$ cat config.mk
export PLATFORM = sky130hd
export DESIGN_NAME = pfa_bitmap
export DESIGN_NICKNAME = d
export VERILOG_FILES = /design/src/rtl/pfa_pkg.sv /design/src/rtl/pfa_bitmap.sv
export SDC_FILE = /design/constraint.sdc
export NUM_CORES = 2
export LEC_CHECK = 0
export BUFFER_PORTS_ARGS = -buffer_cell sky130_fd_sc_hd__clkbuf_2
export CORE_MARGIN = 2
export CORE_UTILIZATION = 55
export CTS_CLUSTER_DIAMETER = 30
export CTS_CLUSTER_SIZE = 25
export DETAILED_ROUTE_END_ITERATION = 7
export GPL_TIMING_DRIVEN = 0
export PLACE_DENSITY = 0.77
export SETUP_SLACK_MARGIN = 0.15
export SLEW_MARGIN = 15
export SYNTH_ARGS = -nofsm -noshare
export SYNTH_HDL_FRONTEND = slang
export SYNTH_SLANG_ARGS = --single-unit
$ cat constraint.sdc
create_clock -name i_clk -period 7.6 [get_ports i_clk]
set_input_delay 0.38 -clock i_clk [delete_from_list [all_inputs] [get_ports i_clk]]
set_output_delay 0.38 -clock i_clk [all_outputs]
set_load 0.1 [all_outputs]
$ cat src/rtl/pfa_pkg.sv
// Shared types and constants for the page frame allocator.
`timescale 1ns / 1ps
package pfa_pkg;

    localparam int DIR_BITS   = 10;
    localparam int DIR_N      = 1 << DIR_BITS;
    localparam int TBL_BITS   = 10;
    localparam int TBL_N      = 1 << TBL_BITS;
    localparam int SLOT_BITS  = DIR_BITS + TBL_BITS;
    localparam int WORD_W     = 64;
    localparam int WBIT_BITS  = 6;
    localparam int CNT_W      = DIR_BITS + 1;
    localparam logic [31:0] KERNEL_LIMIT = 32'hC000_0000;

    localparam logic [1:0] CMD_ALLOC = 2'd0;
    localparam logic [1:0] CMD_FREE  = 2'd1;
    localparam logic [1:0] CMD_MAP   = 2'd2;

    localparam logic [2:0] ST_DONE       = 3'd0;
    localparam logic [2:0] ST_KERNEL     = 3'd1;
    localparam logic [2:0] ST_LARGE      = 3'd2;
    localparam logic [2:0] ST_MAPPED     = 3'd3;
    localparam logic [2:0] ST_NO_FRAME   = 3'd4;
    localparam logic [2:0] ST_NOT_MAPPED = 3'd5;

    typedef enum logic [3:0] {
        S_INIT,
        S_IDLE,
        S_DIR_RD,
        S_DIR_CHK,
        S_TBL_CLR,
        S_SCAN,
        S_FREE_WR,
        S_MAP,
        S_RESP
    } t_state;

    typedef struct packed {
        logic                present;
        logic                lpage;
        logic                user;
        logic [DIR_BITS-1:0] base;
    } t_dir_entry;

    typedef struct packed {
        logic                 has_free;
        logic [WBIT_BITS-1:0] first_free;
    } t_bm_rsp;

endpackage

$ cat src/rtl/pfa_bitmap.sv
// Frame-use bitmap memory with first-free-bit search on the read word.
`timescale 1ns / 1ps
module pfa_bitmap #(
    parameter int WORDS = 64,
    parameter int WB    = 6
) (
    input  logic                        i_clk,
    input  logic                        i_wr_en,
    input  logic [WB-1:0]               i_wr_addr,
    input  logic [pfa_pkg::WORD_W-1:0]  i_wr_data,
    input  logic [WB-1:0]               i_rd_addr,
    output logic [pfa_pkg::WORD_W-1:0]  o_rd_data,
    output pfa_pkg::t_bm_rsp            o_rsp
);

    logic [pfa_pkg::WORD_W-1:0] r_mem [WORDS];
    logic [pfa_pkg::WORD_W-1:0] r_rd_data;

    always_ff @(posedge i_clk) begin
        if (i_wr_en) begin
            r_mem[i_wr_addr] <= i_wr_data;
        end
        r_rd_data <= r_mem[i_rd_addr];
    end

    assign o_rd_data = r_rd_data;

    // lowest clear bit
    always_comb begin
        o_rsp = '0;
        for (int b = pfa_pkg::WORD_W - 1; b >= 0; b--) begin
            if (!r_rd_data[b]) begin
                o_rsp.has_free   = 1'b1;
                o_rsp.first_free = pfa_pkg::WBIT_BITS'(b);
            end
        end
    end

endmodule

==> summary.txt <==
Run status
  • Status: finished with violations
  • Failing checks: DRC, hold timing

Power
  • Power Density: 307 nW/µm²
  • P_leak: 59.6 nW
  • Comb pwr share: 0.052
  • Register share of total power: 0.443
  • Worst IR Drop VDD: 0.000201 V
  • Clk network pwr share: 0.506
  • Switching portion of total power: 0.242
  • Net Switching: 14.0 mW
  • Pint: 43.9 mW

Yosys
  • Area contributors post-synth: edfxtp_1 79%, mux4_2 15%, a22oi_1 1.2%, dfxtp_1 0.82%, a221oi_1 0.72%
  • Ys Warns: 0
  • Post-synth top cells: 4096 x edfxtp_1, 1024 x mux4_2, 256 x a22oi_1, 215 x clkbuf_1, 140 x a21oi_1
  • Syn avg cell area: 23.7 µm²
  • Syn_nets: 6649
  • Ys flop type: edfxtp_1
  • Register area share after synthesis: 0.797
  • Cell area after synthesis: 156000 µm²
  • Synth area leader: edfxtp_1
  • Area fraction of the dominant cell type after synthesis: 0.789
  • Synth Instances: 6571
  • Post-synth EDFFs: 4096
  • Count leader, synth: edfxtp_1
  • Synth Register Bits: 4160
  • Netlist cell types: 40
  • Post-synth ARST share: 0

Placed design
  • RD Place Congestion: 0.821
  • Buffers on Ports: 141
  • Post-DP HPWL: 289000 µm
  • Setup WS pre-CTS: 2.55 ns

Floorplanning
  • Site Rows: 195
  • Die area: 288000 µm²
  • Die W: 536 µm
  • Chip height: 536 µm
  • Initial core utilization: 0.553
  • Placeable Area: 282000 µm²
  • I/O pin count: 149

Global route
  • Total Routing Usage GR: 0.372
  • Vias in the first global route: 89600
  • Total congestion overflow: 0
  • Pin count of the biggest net entering global routing: 65
  • Initial antenna violation count: 67
  • First-pass GRT wire length: 730000 µm

Routing
  • DRT iter0 DRCs: 17600
  • Vias per Instance: 7.60
  • Post-Route WL: 544000 µm
  • Antenna Nets Post-Route: 0
  • WL per Instance: 45.7 µm
  • Vias post-DR: 90500
  • # DRC: 2
  • Initial DRT Pass Iterations: 8

Clock tree
  • Max clock buf depth: 4
  • Hold-fix buffers, CTS: 0
  • TritonCTS clock tree: done
  • # Post-CTS Setup Buffers: 0
  • Root buf cell: clkbuf_16
  • H-tree levels: 6
  • # clock sinks: 4160
  • Post_cts resized: 0
  • Worst-path clk slew: 0.07 ns
  • Num CTS Buffers: 610
  • Worst-Skew Late Latency: 1.00 ns

Worst setup path
  • Crit path cell chain: nand4_1 > a21oi_1 > nor2_1 > o21bai_1 > a21oi_1 > o21bai_1 > a21oi_1 > clkbuf_2
  • Critical Path RT: 7.22 ns
  • Crit. End Element: primary output
  • Worst EP arrival: 5.15 ns
  • Cell mode on critical path: a21oi_1
  • Bufs and invs on worst path: 1
  • CP max stage delay: 1.10 ns
  • Startpoint types: flop
  • Worst r2r src: r_mem[50][1]
  • Reg2reg setup slack: 4.77 ns
  • CP startpoint: o_rd_data[52]
  • CP max stage cell: a21oi_1
  • CP top delay family: compound AO/OA/AOI/OAI gates
  • Worst Path Max Fanout: 4
  • Critical path class: reg -> out

STA
  • Worst Slack Setup Final: 2.07 ns
  • Worst slew pin tran: 1.38 ns
  • Hold_ws: -0.0430 ns
  • Finish-stage setup viols: 0
  • Fin crit share: 0.727
  • Slew Limit Fails: 0
  • Fin. Hold Viols: 32
  • Fmax: 181 MHz
  • Fin crit period: 5.53 ns
  • Clock skew: 0.0984 ns
  • Relative slew slack: 0.0810
  • RSZ-0062 raised after global routing: no

Layout
  • Synthesis-to-finish area growth: 20.8%
  • Layout cell share with drive strength beyond 1: 0.322
  • Fin nets: 7665

Run
  • Max-Cap Viols: 0

Worst hold path
  • Worst Hold Class: in -> reg
  • Min-delay src: i_wr_data[39]
## sequential cells by signal, summed over array words and instances, names as in the netlist
register and count:
r_mem 4096, o_rd_data 64
## per-layer routing
layer / up-vias / track usage / wire length, µm
met3: 2825 / 0.146 / 85900
met2: 11300 / 0.556 / 246000
met5: - / 0.00493 / 223
li1: 31000 / - / -
met4: 30 / 0.302 / 56700
met1: 45300 / 0.428 / 155000
## placed cells by master, fill, tap and decap left out, types with 32 or more instances in the layout
master / instances
edfxtp_1: 4096
mux4_2: 1024
clkbuf_16: 624
clkbuf_1: 270
a22oi_1: 256
buf_12: 150
a21oi_1: 140
a22o_1: 128
a221oi_1: 128
buf_2: 116
clkbuf_2: 100
buf_16: 83
nor2_1: 76
clkinv_1: 75
diode_2: 73
clkinv_2: 72
buf_4: 69
bufinv_16: 65
dfxtp_1: 64
o221ai_1: 63
nor2_4: 62
inv_6: 53
clkinvlp_4: 49
clkinv_4: 39
nand2_1: 33
buf_1: 32
## power by group through the flow
stage                     clock network [mW]  logic, mW  registers (mW)
final                                   29.2       2.98            25.6
after global routing                    29.9       3.00            25.6
after CTS                               29.0       2.85            25.6
after detailed placement                   0       2.71            26.0
after global placement                     0       2.54            26.0
after floorplan                            0       1.19            26.3
## worst paths after layout
path | endpoint | cells after the start
worst max-delay path | o_rsp[2] | 8
worst min-delay path | r_mem[19][39] | 1
worst max register to register | o_rd_data[1] | 5
worst min register to register | o_rd_data[23] | 3
## area by class of cell
type	instances	area, µm²
diodes	73	183
plain buffers	377	1790
clock buffers	709	16000
clock inverters	405	4670
fillers	15600	93700
inverters	12	45.0
multi-input cells	2022	30300
flip-flops and latches	4160	124000
well taps	3743	4680
repair buffers	404	6370
## cells by family (layout without fill, tap and decap cells)
group	Yosys count	in the layout	synth area share
flops	4160	4160	0.797
mux	1024	1024	0.148
compound gates	753	753	0.0363
buf+inv	389	1907	0.0116
simple gates	245	245	0.00695
other cells	0	73	0
## per-stage QoR
step	instances	TNS [ns]	power (mW)	util	area, µm²
after floorplan	6571	0	27.5	-	156000
after global placement	10500	-1998.59	28.6	0.572	161000
after detailed placement	10700	0	28.7	0.593	167000
after CTS	11800	0	57.4	0.666	188000
after global routing	11900	0	58.5	0.667	188000
final	11900	0	57.8	0.668	188000
(Power assumes the default switching activity.)
